$ cat src/rtl/rie_pkg.sv
package rie_pkg;

    localparam int OP_W    = 5;
    localparam int REG_W   = 5;
    localparam int IMM_W   = 32;
    localparam int WORD_W  = 32;
    localparam int S_TDATA_W = 56;
    localparam int M_TDATA_W = 32;

    localparam logic [6:0] OPC_OP     = 7'b0110011;
    localparam logic [6:0] OPC_OPIMM  = 7'b0010011;
    localparam logic [6:0] OPC_LOAD   = 7'b0000011;
    localparam logic [6:0] OPC_JALR   = 7'b1100111;
    localparam logic [6:0] OPC_STORE  = 7'b0100011;
    localparam logic [6:0] OPC_BRANCH = 7'b1100011;
    localparam logic [6:0] OPC_LUI    = 7'b0110111;
    localparam logic [6:0] OPC_AUIPC  = 7'b0010111;
    localparam logic [6:0] OPC_JAL    = 7'h6F;

    localparam logic [6:0] F7_BASE = 7'b0000000;
    localparam logic [6:0] F7_ALT  = 7'b0100000;
    localparam logic [6:0] F7_MUL  = 7'b0000001;

    typedef enum logic [OP_W-1:0] {
        OP_ADD, OP_SUB, OP_MUL, OP_DIV, OP_REM, OP_AND, OP_OR, OP_XOR,
        OP_SLL, OP_SRL, OP_SRA, OP_SLT,
        OP_ADDI, OP_ANDI, OP_ORI, OP_LB, OP_LH, OP_LW, OP_LD, OP_JALR,
        OP_SB, OP_SH, OP_SW, OP_SD,
        OP_BEQ, OP_BNE, OP_BGE, OP_BLT,
        OP_LUI, OP_AUIPC, OP_JAL, OP_UNKNOWN
    } op_t;

    typedef enum logic [2:0] {
        FMT_R, FMT_I, FMT_S, FMT_SB, FMT_U, FMT_UJ, FMT_NONE
    } fmt_t;

    typedef struct packed {
        fmt_t       fmt;
        logic [6:0] opc;
        logic [2:0] f3;
        logic [6:0] f7;
    } enc_entry_t;

    function automatic enc_entry_t enc_lookup(input op_t op);
        enc_entry_t e;
        e = '{fmt: FMT_NONE, opc: 7'd0, f3: 3'd0, f7: F7_BASE};
        case (op)
            OP_ADD:   e = '{FMT_R,  OPC_OP,     3'd0, F7_BASE};
            OP_SUB:   e = '{FMT_R,  OPC_OP,     3'd0, F7_ALT};
            OP_MUL:   e = '{FMT_R,  OPC_OP,     3'd0, F7_MUL};
            OP_DIV:   e = '{FMT_R,  OPC_OP,     3'd4, F7_MUL};
            OP_REM:   e = '{FMT_R,  OPC_OP,     3'd6, F7_MUL};
            OP_AND:   e = '{FMT_R,  OPC_OP,     3'd7, F7_BASE};
            OP_OR:    e = '{FMT_R,  OPC_OP,     3'd6, F7_BASE};
            OP_XOR:   e = '{FMT_R,  OPC_OP,     3'd4, F7_BASE};
            OP_SLL:   e = '{FMT_R,  OPC_OP,     3'd1, F7_BASE};
            OP_SRL:   e = '{FMT_R,  OPC_OP,     3'd5, F7_BASE};
            OP_SRA:   e = '{FMT_R,  OPC_OP,     3'd5, F7_ALT};
            OP_SLT:   e = '{FMT_R,  OPC_OP,     3'd2, F7_BASE};
            OP_ADDI:  e = '{FMT_I,  OPC_OPIMM,  3'd0, F7_BASE};
            OP_ANDI:  e = '{FMT_I,  OPC_OPIMM,  3'd7, F7_BASE};
            OP_ORI:   e = '{FMT_I,  OPC_OPIMM,  3'd6, F7_BASE};
            OP_LB:    e = '{FMT_I,  OPC_LOAD,   3'd0, F7_BASE};
            OP_LH:    e = '{FMT_I,  OPC_LOAD,   3'd1, F7_BASE};
            OP_LW:    e = '{FMT_I,  OPC_LOAD,   3'd2, F7_BASE};
            OP_LD:    e = '{FMT_I,  OPC_LOAD,   3'd3, F7_BASE};
            OP_JALR:  e = '{FMT_I,  OPC_JALR,   3'd0, F7_BASE};
            OP_SB:    e = '{FMT_S,  OPC_STORE,  3'd0, F7_BASE};
            OP_SH:    e = '{FMT_S,  OPC_STORE,  3'd1, F7_BASE};
            OP_SW:    e = '{FMT_S,  OPC_STORE,  3'd2, F7_BASE};
            OP_SD:    e = '{FMT_S,  OPC_STORE,  3'd3, F7_BASE};
            OP_BEQ:   e = '{FMT_SB, OPC_BRANCH, 3'd0, F7_BASE};
            OP_BNE:   e = '{FMT_SB, OPC_BRANCH, 3'd1, F7_BASE};
            OP_BGE:   e = '{FMT_SB, OPC_BRANCH, 3'd5, F7_BASE};
            OP_BLT:   e = '{FMT_SB, OPC_BRANCH, 3'd4, F7_BASE};
            OP_LUI:   e = '{FMT_U,  OPC_LUI,    3'd0, F7_BASE};
            OP_AUIPC: e = '{FMT_U,  OPC_AUIPC,  3'd0, F7_BASE};
            OP_JAL:   e = '{FMT_UJ, OPC_JAL,    3'd0, F7_BASE};
            default:  e = '{FMT_NONE, 7'd0,     3'd0, F7_BASE};
        endcase
        return e;
    endfunction

endpackage

$ cat src/rtl/rie_encode.sv
module rie_encode (
    input  rie_pkg::op_t                 op,
    input  logic [rie_pkg::REG_W-1:0]    rd,
    input  logic [rie_pkg::REG_W-1:0]    rs1,
    input  logic [rie_pkg::REG_W-1:0]    rs2,
    input  logic [rie_pkg::IMM_W-1:0]    imm,
    output logic [rie_pkg::WORD_W-1:0]   word,
    output logic                         word_ok
);
    import rie_pkg::*;

    enc_entry_t e;

    assign e = enc_lookup(op);

    always_comb begin
        word    = '0;
        word_ok = 1'b1;
        case (e.fmt)
            FMT_R: begin
                word = {e.f7, rs2, rs1, e.f3, rd, e.opc};
            end
            FMT_I: begin
                word = {imm[11:0], rs1, e.f3, rd, e.opc};
            end
            FMT_S: begin
                word = {imm[11:5], rs2, rs1, e.f3, imm[4:0], e.opc};
            end
            FMT_SB: begin
                // Bit 0 of a branch offset is implied and never encoded.
                word = {imm[12], imm[10:5], rs2, rs1, e.f3, imm[4:1], imm[11], e.opc};
            end
            FMT_U: begin
                word = {imm[19:0], rd, e.opc};
            end
            FMT_UJ: begin
                word = {imm[20], imm[10:1], imm[11], imm[19:12], rd, e.opc};
            end
            default: begin
                word    = '0;
                word_ok = 1'b0;
            end
        endcase
    end

endmodule

$ cat src/rtl/riscv_instruction_encoder.sv
// RISC-V instruction encoder.
// Each request on the s_axis channel carries a mnemonic code, the register
// numbers rd, rs1 and rs2 and a signed immediate (branch and jump offsets are
// byte offsets). The m_axis channel returns one result for every request: the
// 32-bit machine word in m_axis_tdata and a flag in m_axis_tuser that is high
// when the mnemonic code is known; an unknown code gives a zero word.
// The request is captured in an input register, encoded by table lookup and
// bit packing, and held in the output register, from which it is offered on
// m_axis. One request can be accepted per cycle while the receiver takes
// results. When the receiver holds m_axis_tready low, the output register
// keeps its result, the input register fills, and s_axis_tready falls until
// the result is taken; nothing is dropped or repeated.
// Reset empties both registers and holds s_axis_tready low; s_axis_tready is
// high again as soon as aresetn is released.
module riscv_instruction_encoder (
    input  logic                              aclk,
    input  logic                              aresetn,
    input  logic                              s_axis_tvalid,
    output logic                              s_axis_tready,
    // operation[4:0], dest_reg[9:5], src1_reg[14:10], src2_reg[19:15],
    // immediate[51:20], zero[55:52]
    input  logic [rie_pkg::S_TDATA_W-1:0]     s_axis_tdata,
    output logic                              m_axis_tvalid,
    input  logic                              m_axis_tready,
    // machine_word[31:0]
    output logic [rie_pkg::M_TDATA_W-1:0]     m_axis_tdata,
    // valid_res[0]
    output logic                              m_axis_tuser
);
    import rie_pkg::*;

    logic                 in_valid_reg;
    op_t                  op_reg;
    logic [REG_W-1:0]     rd_reg;
    logic [REG_W-1:0]     rs1_reg;
    logic [REG_W-1:0]     rs2_reg;
    logic [IMM_W-1:0]     imm_reg;

    logic                 out_valid_reg;
    logic [WORD_W-1:0]    word_reg;
    logic                 word_ok_reg;

    logic [WORD_W-1:0]    word_next;
    logic                 word_ok_next;
    logic                 out_load;
    logic                 in_load;

    // The output register takes a new result whenever it is empty or being read.
    assign out_load      = !out_valid_reg || m_axis_tready;
    assign in_load       = !in_valid_reg || out_load;
    assign s_axis_tready = aresetn && in_load;

    rie_encode u_encode (
        .op      (op_reg),
        .rd      (rd_reg),
        .rs1     (rs1_reg),
        .rs2     (rs2_reg),
        .imm     (imm_reg),
        .word    (word_next),
        .word_ok (word_ok_next)
    );

    always_ff @(posedge aclk) begin
        if (!aresetn) begin
            in_valid_reg  <= 1'b0;
            out_valid_reg <= 1'b0;
        end else begin
            if (in_load) begin
                in_valid_reg <= s_axis_tvalid;
            end
            if (out_load) begin
                out_valid_reg <= in_valid_reg;
            end
        end
    end

    always_ff @(posedge aclk) begin
        if (in_load && s_axis_tvalid) begin
            op_reg  <= op_t'(s_axis_tdata[4:0]);
            rd_reg  <= s_axis_tdata[9:5];
            rs1_reg <= s_axis_tdata[14:10];
            rs2_reg <= s_axis_tdata[19:15];
            imm_reg <= s_axis_tdata[51:20];
        end
        if (out_load && in_valid_reg) begin
            word_reg    <= word_next;
            word_ok_reg <= word_ok_next;
        end
    end

    assign m_axis_tvalid = out_valid_reg;
    assign m_axis_tdata  = word_reg;
    assign m_axis_tuser  = word_ok_reg;

`ifndef NO_ASSERTIONS
    a_invalid_word_zero: assert property (@(posedge aclk) disable iff (!aresetn)
        m_axis_tvalid && !m_axis_tuser |-> m_axis_tdata == '0)
        else $error("unknown mnemonic gave a non-zero word");

    a_known_word_opcode: assert property (@(posedge aclk) disable iff (!aresetn)
        m_axis_tvalid && m_axis_tuser |-> m_axis_tdata[1:0] == 2'b11)
        else $error("encoded word lacks the 32-bit opcode marker");

    a_unknown_flagged: assert property (@(posedge aclk) disable iff (!aresetn)
        in_valid_reg && out_load && op_reg == OP_UNKNOWN |=> m_axis_tvalid && !m_axis_tuser)
        else $error("unknown mnemonic was not flagged");

    a_stall_only_when_full: assert property (@(posedge aclk) disable iff (!aresetn)
        !s_axis_tready |-> in_valid_reg && out_valid_reg && !m_axis_tready)
        else $error("request refused while a register was free");
`endif

endmodule
$ cat config.mk
export PLATFORM = sky130hd
export DESIGN_NAME = riscv_instruction_encoder
export DESIGN_NICKNAME = d
export VERILOG_FILES = /design/src/rtl/rie_pkg.sv /design/src/rtl/rie_encode.sv /design/src/rtl/riscv_instruction_encoder.sv
export SDC_FILE = /design/constraint.sdc
export NUM_CORES = 1
export LEC_CHECK = 0
export ABC_CLOCK_PERIOD_IN_PS = 4360
export BUFFER_PORTS_ARGS = -buffer_cell sky130_fd_sc_hd__buf_4
export CAP_MARGIN = 0
export CORE_ASPECT_RATIO = 0.8
export CORE_UTILIZATION = 56
export CTS_CLUSTER_DIAMETER = 200
export DETAILED_ROUTE_END_ITERATION = 16
export PLACE_DENSITY = 0.95
export SYNTH_ARGS = -nofsm -noshare
export SYNTH_HDL_FRONTEND = slang
export SYNTH_SLANG_ARGS = --single-unit
$ cat constraint.sdc
create_clock -name aclk -period 4.36 [get_ports aclk]
set_input_delay 0.218 -clock aclk [delete_from_list [all_inputs] [get_ports aclk]]
set_output_delay 0.218 -clock aclk [all_outputs]
set_load 0.1 [all_outputs]
Yosys cells after proc, flatten, opt, wreduce, memory -nomap -nowiden. Memory sizes are Yosys's and may differ from the RTL's. A register that Yosys moved wholly into a read port is not among the register bits. Cells that the tools add are included.

Register bits: 76. Bits in read-only memories: 480. Memories: 1.

Memories: (no name shown) (words 32, width 15, read ports 1, clocked after Yosys merged registers in 1, write ports 0, line rie_pkg.sv:47) `case (op)`.

Equality and inequality tests: 5. Mux-type cells: 3. Reduce and logical (&&, ||, !) cells: 9.

Operators with widths (number): case mux 32 bit (6 select lines) (1); == test 3 x 2 -> 1 bit (second input constant) (2); == test 3 bit (second input constant) (2); OR reduction 6 bit (1); 2-to-1 mux 5 bit (1); == test 3 x 1 -> 1 bit (second input constant) (1); logical AND 1 bit (3); logical NOT 3 bit (1); logical NOT 1 bit (2); logical OR 1 bit (2); 2-to-1 mux 1 bit (1).

Longest topological paths before layout. Gate-level depths: netlist of run 1.

Word-level depth: 5. Gate-level depth with buffers: 9. Depth with buffers taken out: 9.

By module. From an unflattened synthesis of run 1, not the netlist that was laid out.

Cells, all modules: 227. Area, all modules: 3538.4 µm².

Modules (own cells, without submodules): riscv_instruction_encoder (times used 1, cells an instance 95, area an instance 2645.0 µm²); rie_encode (times used 1, cells an instance 132, area an instance 893.4 µm²).

Worst setup path before layout of run 1. Ideal clock, no wire load.

Kind: register to register. From: reg out_valid_reg (netlist: m_axis_tvalid). To: reg word_reg[10] (netlist: m_axis_tdata[10]), enable pin. Setup time: 0.425 ns. Data arrival time: 2.418 ns. Data required time: 3.935 ns. Setup slack: 1.518 ns. Stages on the path, launching flop included: 3. Clock period less this slack: 2.842 ns. Path through: dfxtp_1 -> nor2b_1 -> nor2b_1.

Cells in the longest elaborated chain, start to end: 3.

RTL lines: start: declaration (line riscv_instruction_encoder.sv:39) `logic out_valid_reg;`; start signal: assignment (line riscv_instruction_encoder.sv:72) `out_valid_reg <= in_valid_reg;`; logical NOT 1 bit (line riscv_instruction_encoder.sv:49) `assign out_load = !out_valid_reg || m_axis_tready;`; logical OR 1 bit (line riscv_instruction_encoder.sv:49); logical AND 1 bit (line riscv_instruction_encoder.sv:85) `if (out_load && in_valid_reg) begin`; end signal: assignment (line riscv_instruction_encoder.sv:86) `word_reg <= word_next;`; end: declaration (line riscv_instruction_encoder.sv:40) `logic [WORD_W-1:0] word_reg;`.

Every way passes these cells. A chain may end at the register's enable or synchronous reset.

Worst setup path after layout of run 1.
From: reg in_valid_reg. To: reg u_encode.e[7] (netlist name).

Cells in the longest elaborated chain, start to end: 4.

RTL lines: start: declaration (line riscv_instruction_encoder.sv:32) `logic in_valid_reg;`; start signal: assignment (line riscv_instruction_encoder.sv:69) `in_valid_reg <= s_axis_tvalid;`; logical NOT 1 bit (line riscv_instruction_encoder.sv:50) `assign in_load = !in_valid_reg || out_load;`; logical OR 1 bit (line riscv_instruction_encoder.sv:50); logical AND 1 bit (line riscv_instruction_encoder.sv:78) `if (in_load && s_axis_tvalid) begin`; 2-to-1 mux 5 bit (no source line).

Every way passes these cells.

==> results of run 1 <==
## how the worst max path moves through the flow
stage	slack, ns	endpoint	depth (start not counted)
2_1_floorplan	1.52	m_axis_tdata[10]	2
3_3_place_gp	2.10	u_encode.e[7]	8
3_5_place_dp	2.06	u_encode.e[7]	8
4_1_cts	2.03	u_encode.e[7]	7
5_1_grt	1.87	u_encode.e[7]	7
6_report	1.99	u_encode.e[7]	7
## worst max-delay path, delay by kind of cell (launching register included)
family,cells,cell delay [ns]
flip-flops,1,0.39
AND/OR/NAND/NOR,3,0.99
buffers and inverters,1,0.17
AO/OA/AOI/OAI,2,0.41
adder cells (fa/ha/maj),1,0.32
## stage by stage
step                setup WS [ns]  instances
floorplan                   1.518        264
global placement            2.099        414
detailed placement          2.057        414
CTS                         2.026        430
global route                1.868        430
finish                      1.993        430
## cells in the mapped netlist (2+ instances only)
cell type and count:
a22o_1 4, o21a_1 2, inv_1 13, a22oi_1 12
a31oi_1 2, o21ai_1 2, a21boi_1 3, nand2_1 18
dfxtp_1 16, nor2_1 9, o21ai_0 15, and2_1 7
ha_1 6, nor3_1 4, nand2b_1 2, a211oi_1 2
mux2_2 7, mux2i_1 10, inv_2 2, nor2b_1 3
a21oi_1 13, o22ai_1 10, edfxtp_1 73, clkbuf_1 7
and3_1 2, buf_2 2
## layer usage
metal | wire length (um) | up-vias | global-route usage | share of wire
li1 | - | 1154 | - | -
met1 | 3060 | 1144 | 0.3066 | 0.40
met2 | 3647 | 142 | 0.3731 | 0.48
met3 | 771 | 13 | 0.07566 | 0.10
met4 | 150 | 0 | 0.1059 | 0.020
met5 | 0 | - | 0 | 0
## power by group through the flow
stage,logic (uW),registers [uW],clock network [uW]
final,359,1030,469
after global routing,381,1040,509
after CTS,358,1030,476
after detailed placement,355,1050,0
after global placement,346,1050,0
after floorplan,140,1160,0
## final cells by class
class,count,share of cell area
Clock inverter,4,0.005348
Tap cell,81,0.02280
Inverter,15,0.01267
Multi-Input combinational cell,148,0.2269
Sequential cell,89,0.5652
Timing Repair Buffer,81,0.1368
Clock buffer,12,0.03040
## cells by family (layout without fill, tap and decap cells)
family / Yosys count / in the layout / share of synthesized area
buf+inv: 27 / 112 / 0.03168
simple gates: 54 / 54 / 0.07886
flops: 89 / 89 / 0.6915
compound gates: 71 / 71 / 0.1281
mux: 17 / 17 / 0.04924
fa+ha+maj: 6 / 6 / 0.02066
==> impl_metrics.yaml, run 1 <==
outcome:
  run_status: "finished, final reports clean"
final_layout:
  final_cell_mix: "buf_4 (81), edfxtp_1 (73), nand2_1 (18), dfxtp_1 (16), o21ai_0 (15)"
  areaGrowthSynthToFinish_pct: 22.35
  num_antenna_cells: 0
  nFillCells: 375
  fin_util: 0.7326
  layout-drive-gt1-share: 0.3123
  multi_input_area_sq_um: 1008
  layout_commonest_cell: "buf_4"
  largest_reg_flops: 31
  finalNetCount: 410
  fin_area_sq_um: 4446
  area.sequential_sq_um: 2512
global_routing:
  grt_max_degree: 42
  grt_antenna_before_repair: 0
  grt_pass1_vias: 2356
  grt_use_total: 0.2364
  grt_pass1_wl_mm: 11.67
  grt_overflow: 0
sta:
  hold_viol_final: 0
  post-route-period-util: 0.5429
  relSlewSlack: 0.2419
  finalMaxSlewViolations: 0
  setup_viol: 0
  setup_tns_ns: 0
  fin_hold_ws_ns: 0.02852
  fin_worst_skew_ns: 0.01270
  fmax_mhz: 422.5
  tightest_slew_ns: 1.136
  rsz0062_at_grt: "no"
  period_needed_ns: 2.367
synth:
  synth_top_area_cell: "edfxtp_1"
  seq_area_frac_synth: 0.6915
  synth_area_leaders: "edfxtp_1 (60%), dfxtp_1 (8.8%), mux2i_1 (2.8%), a22oi_1 (2.5%), mux2_2 (2.2%)"
  synth_cell_types: 44
  syn-num-nets: 330
  yosysWarnings: 0
  synth_area_sq_um: 3633
  yosysTopAreaCellShare: 0.6033
  synth_edf_count: 73
  synthFlopType: "edfxtp_1"
  avgSynthCellArea_sq_um: 13.76
  ys_async_sr_fraction: 0
  ys_ff_latch: 89
  synthCells: 264
setup_path:
  start_kind: "register"
  cp.required_ns: 4.63
  crit_slowest_cell: "nor2_1"
  max_stage_delay_ns: 0.65
  timing.rr.start: "in_valid_reg"
  cp.arrival_ns: 2.64
  end_kind: "register"
  critPathMaxFanout: 11
  worstSetupPathType: "reg2reg"
  worstReg2RegEnd: "u_encode.e[7]"
  path_cells: "nand3b_4 > and3_1 > nor2_1 > inv_2 > ha_1 > o21a_1 > a211oi_1"
  startpoint: "in_valid_reg"
  r2r_setup_slack_ns: 1.99
  ff2ff_path_depth: 7
min_path:
  hold_path_end: "rs1_reg[1]"
  min_from: "s_axis_tdata[11]"
  min_path_cells: 1
  holdCritPathClass: "in2reg"
cts:
  clockRootBuffer: "clkbuf_8"
  postCtsSetupRepairBufs: 0
  cts_buffers: 9
  cts_sinks: 89
  cts.clk_slew.worst_paths_ns: 0.08
  ctsResizeCount: 0
  holdBufCountCts: 0
  clock_path_buffers: 2
  cts_max_level: 3
  tritoncts: "done"
  clk-insertion-delay-late_ns: 0.36
route:
  drt-initial-drc-count: 194
  remaining_drc_errors: 0
  vias_per_cell: 5.705
  wirelength_mm: 7.630
  dr_total_vias: 2453
  wl_per_cell_um: 17.74
  postRouteAntennaNets: 0
  first_pass_iters: 4
floorplan:
  rows: 25
  die_h_um: 74.05
  start_util: 0.5988
  dieArea_sq_um: 6817
  pin_count: 95
  die_w_um: 92.06
  core_sq_um: 6068
power:
  sequentialPowerShare: 0.555
  p_sw_frac: 0.2987
  ir_drop_v: 0.0002412
  power.density_nw_per_um2: 418.9
  p_int_uw: 1306
  p_clk_frac: 0.252
  switchingPower_uw: 556.3
  p_leak_uw: 0.001769
  totalPowerFinal_uw: 1862
  comb_power_share: 0.193
placement:
  gp_congestion: 0.8559
  placed_area_sq_um: 4287
  io_buffers: 79
  place_hpwl_mm: 5.093
flow_run:
  drv_cap: 0
(Power assumes the default switching activity.)
==> run 2: changes to the inputs <==
--- a/config.mk
+++ b/config.mk
@@ -5,14 +5,15 @@
 export SDC_FILE = /design/constraint.sdc
 export NUM_CORES = 1
 export LEC_CHECK = 0
-export ABC_CLOCK_PERIOD_IN_PS = 4360
+export ABC_AREA = 1
+export ABC_CLOCK_PERIOD_IN_PS = 2400
 export BUFFER_PORTS_ARGS = -buffer_cell sky130_fd_sc_hd__buf_4
 export CAP_MARGIN = 0
 export CORE_ASPECT_RATIO = 0.8
-export CORE_UTILIZATION = 56
+export CORE_UTILIZATION = 52
 export CTS_CLUSTER_DIAMETER = 200
 export DETAILED_ROUTE_END_ITERATION = 16
-export PLACE_DENSITY = 0.95
+export PLACE_DENSITY = 0.91
 export SYNTH_ARGS = -nofsm -noshare
 export SYNTH_HDL_FRONTEND = slang
 export SYNTH_SLANG_ARGS = --single-unit
==> constraint.sdc (replaced) <==
create_clock -name aclk -period 2.4 [get_ports aclk]
set_input_delay 0.12 -clock aclk [delete_from_list [all_inputs] [get_ports aclk]]
set_output_delay 0.12 -clock aclk [all_outputs]
set_load 0.1 [all_outputs]
==> run 2 against run 1 <==
Register-to-register slack got worse by 1.5 ns. Critical path depth decreased by 2. Synthesized cell count increased by 17%. Area after synthesis decreased by 0.28%. Combinational power increased by 110%. Design area increased by 10%. First-iteration DRC count increased by 11%. Clock power increased by 110%. Utilization increased by 1.3 points. Die area increased by 7.2%. Highest routed layer unchanged. Count of clock-buffer cells in the layout decreased by 3. Power increased by 91%.
==> impl_metrics.yaml, run 2 <==
outcome:
  run_status: "finished, final reports clean"
global_routing:
  grt_overflow: 0
  grt_antenna_before_repair: 0
  grt_pass1_vias: 2797
  grt_use_total: 0.2634
  grt_max_degree: 33
  grt_pass1_wl_mm: 13.85
cts:
  postCtsSetupRepairBufs: 0
  clk-insertion-delay-late_ns: 0.36
  clock_path_buffers: 2
  cts.clk_slew.worst_paths_ns: 0.09
  cts_max_level: 3
  cts_sinks: 89
  cts_buffers: 9
  tritoncts: "done"
  clockRootBuffer: "clkbuf_8"
placement:
  gp_congestion: 0.9216
  dpl.cell_count: 468
  io_buffers: 79
  place_hpwl_mm: 5.384
route:
  dr_total_vias: 2808
  wl_per_cell_um: 16.83
  remaining_drc_errors: 0
  drt-initial-drc-count: 216
  vias_per_cell: 5.349
  postRouteAntennaNets: 0
  first_pass_iters: 6
  wirelength_mm: 8.835
floorplan:
  rows: 26
  pin_count: 95
  core_sq_um: 6571
  die_h_um: 76.66
  start_util: 0.5514
  die_w_um: 95.33
  dieArea_sq_um: 7308
synth:
  synth_cell_types: 32
  ys_async_sr_fraction: 0
  yosysWarnings: 0
  yosysTopAreaCellShare: 0.6050
  ys_ff_latch: 89
  synth_area_sq_um: 3623
  avgSynthCellArea_sq_um: 11.73
  seq_area_frac_synth: 0.6934
  synthCells: 309
  syn-num-nets: 375
  synth_edf_count: 73
  synth_top_area_cell: "edfxtp_1"
  synth_most_common_cell: "nand2_1"
  synth_area_leaders: "edfxtp_1 (60%), dfxtp_1 (8.8%), nand2_1 (8.0%), inv_1 (4.1%), ha_1 (2.1%)"
  synthFlopType: "edfxtp_1"
  synth_common_cells: "nand2_1 (77), edfxtp_1 (73), inv_1 (40)"
sta:
  setup_viol: 0
  relSlewSlack: 0.6024
  fin_worst_skew_ns: 0.008114
  period_needed_ns: 1.947
  fmax_mhz: 513.7
  finalMaxSlewViolations: 0
  tightest_slew_ns: 0.5949
  setup_tns_ns: 0
  rsz0062_at_grt: "no"
  hold_viol_final: 0
  post-route-period-util: 0.8111
min_path:
  holdCritPathClass: "in2reg"
setup_path:
  critPathMaxFanout: 9
  max_stage_delay_ns: 0.52
  worstSetupPathType: "reg2reg"
  start_kind: "register"
  end_kind: "register"
  crit_slowest_cell: "dfxtp_1"
  path_cells: "clkinv_1 > nand2_1 > nand2_1 > inv_1 > o22ai_1"
  cp.arrival_ns: 2.03
  cp.required_ns: 2.49
  crit_top_cell: "nand2_1"
flow_run:
  drv_cap: 0
final_layout:
  fin_cells: 525
  layout-drive-gt1-share: 0.2630
  layout_commonest_cell: "buf_4"
  num_antenna_cells: 0
  final_cell_mix: "buf_4 (81), nand2_1 (77), edfxtp_1 (73), dlygate4sd3_1 (41), inv_1 (40)"
  finalNetCount: 502
  nFillCells: 406
  areaGrowthSynthToFinish_pct: 35.15
  largest_reg_flops: 31
power:
  power.density_nw_per_um2: 724.9
  ir_drop_v: 0.0003987
  p_leak_uw: 0.002112
## run 2: cell count changes after synthesis, moves of 7 or more
cell,before,now
a22oi_1,12,0
and2_1,7,0
inv_1,13,40
mux2_2,7,0
mux2i_1,10,0
nand2_1,18,77
nand3_1,1,12
## run 2: what timing repair did
action / 4_1_cts / 5_1_grt
hold buffers: 41 / 0
endpoints found under the hold margin: 41 / 0
resized for setup: 0 / 0
## run 2: layout make-up
type | count | area (sq um) | share of cell area
well taps | 84 | 105.1 | 0.02146
flip-flops and latches | 89 | 2512 | 0.5130
inverters | 46 | 175.2 | 0.03577
multi-input cells | 168 | 903.4 | 0.1845
repair buffers | 122 | 1018 | 0.2080
clock inverters | 7 | 58.81 | 0.01201
clock buffers | 9 | 123.9 | 0.02529
## run 2: power by group
group	switching (uW)	internal (uW)	total, uW
logic	516	221	737
registers	46.4	1800	1840
clock network	575	396	972
## run 2: cells by family (layout without fill, tap and decap cells)
group / after synthesis / count (layout) / share of synthesized area
AOI/OAI and AO/OA: 40 / 40 / 0.06941
adders and majority gates: 6 / 6 / 0.02072
buffers and inverters: 52 / 184 / 0.06043
DFF: 89 / 89 / 0.6934
and+or+nand+nor: 122 / 122 / 0.1561
## run 2: through the flow
stage | hold WS, ns | area (sq um) | power, uW | setup slack [ns] | util
floorplan | 0.2189 | 3627 | 2350 | 0.07100 | -
global placement | 0.2988 | 4304 | 2514 | 0.6030 | 0.6550
finish | 0.01314 | 4897 | 3550 | 0.4533 | 0.7452
detailed placement | 0.2993 | 4304 | 2533 | 0.5736 | 0.6550
global route | 0.02971 | 4897 | 3677 | 0.3378 | 0.7452
CTS | 0.001898 | 4897 | 3527 | 0.5434 | 0.7452
## run 2: path summary, 6_finish.rpt
check        cells past startpoint          endpoint            from  slack [ns]
max                              5  m_axis_tdata[27]  u_encode.e[19]        0.45
min reg2reg                      2   m_axis_tdata[5]  u_encode.e[15]        0.54
max reg2reg                      5  m_axis_tdata[27]  u_encode.e[19]        0.45
min                              3      in_valid_reg         aresetn        0.01
## run 2: metal layers
metal,routed length [um],share of wire,vias to the layer above,track usage
li1,-,-,1304,-
met1,3175,0.36,1293,0.3096
met2,4466,0.51,180,0.4307
met3,768,0.087,31,0.07143
met4,423,0.048,0,0.1500
met5,0,0,-,0
## run 2: critical path: cells and delay by family, from the launching register on
family | cells | cell delay [ns]
buf+inv | 2 | 0.57
simple gates | 2 | 0.46
compound gates | 1 | 0.12
flops | 1 | 0.52
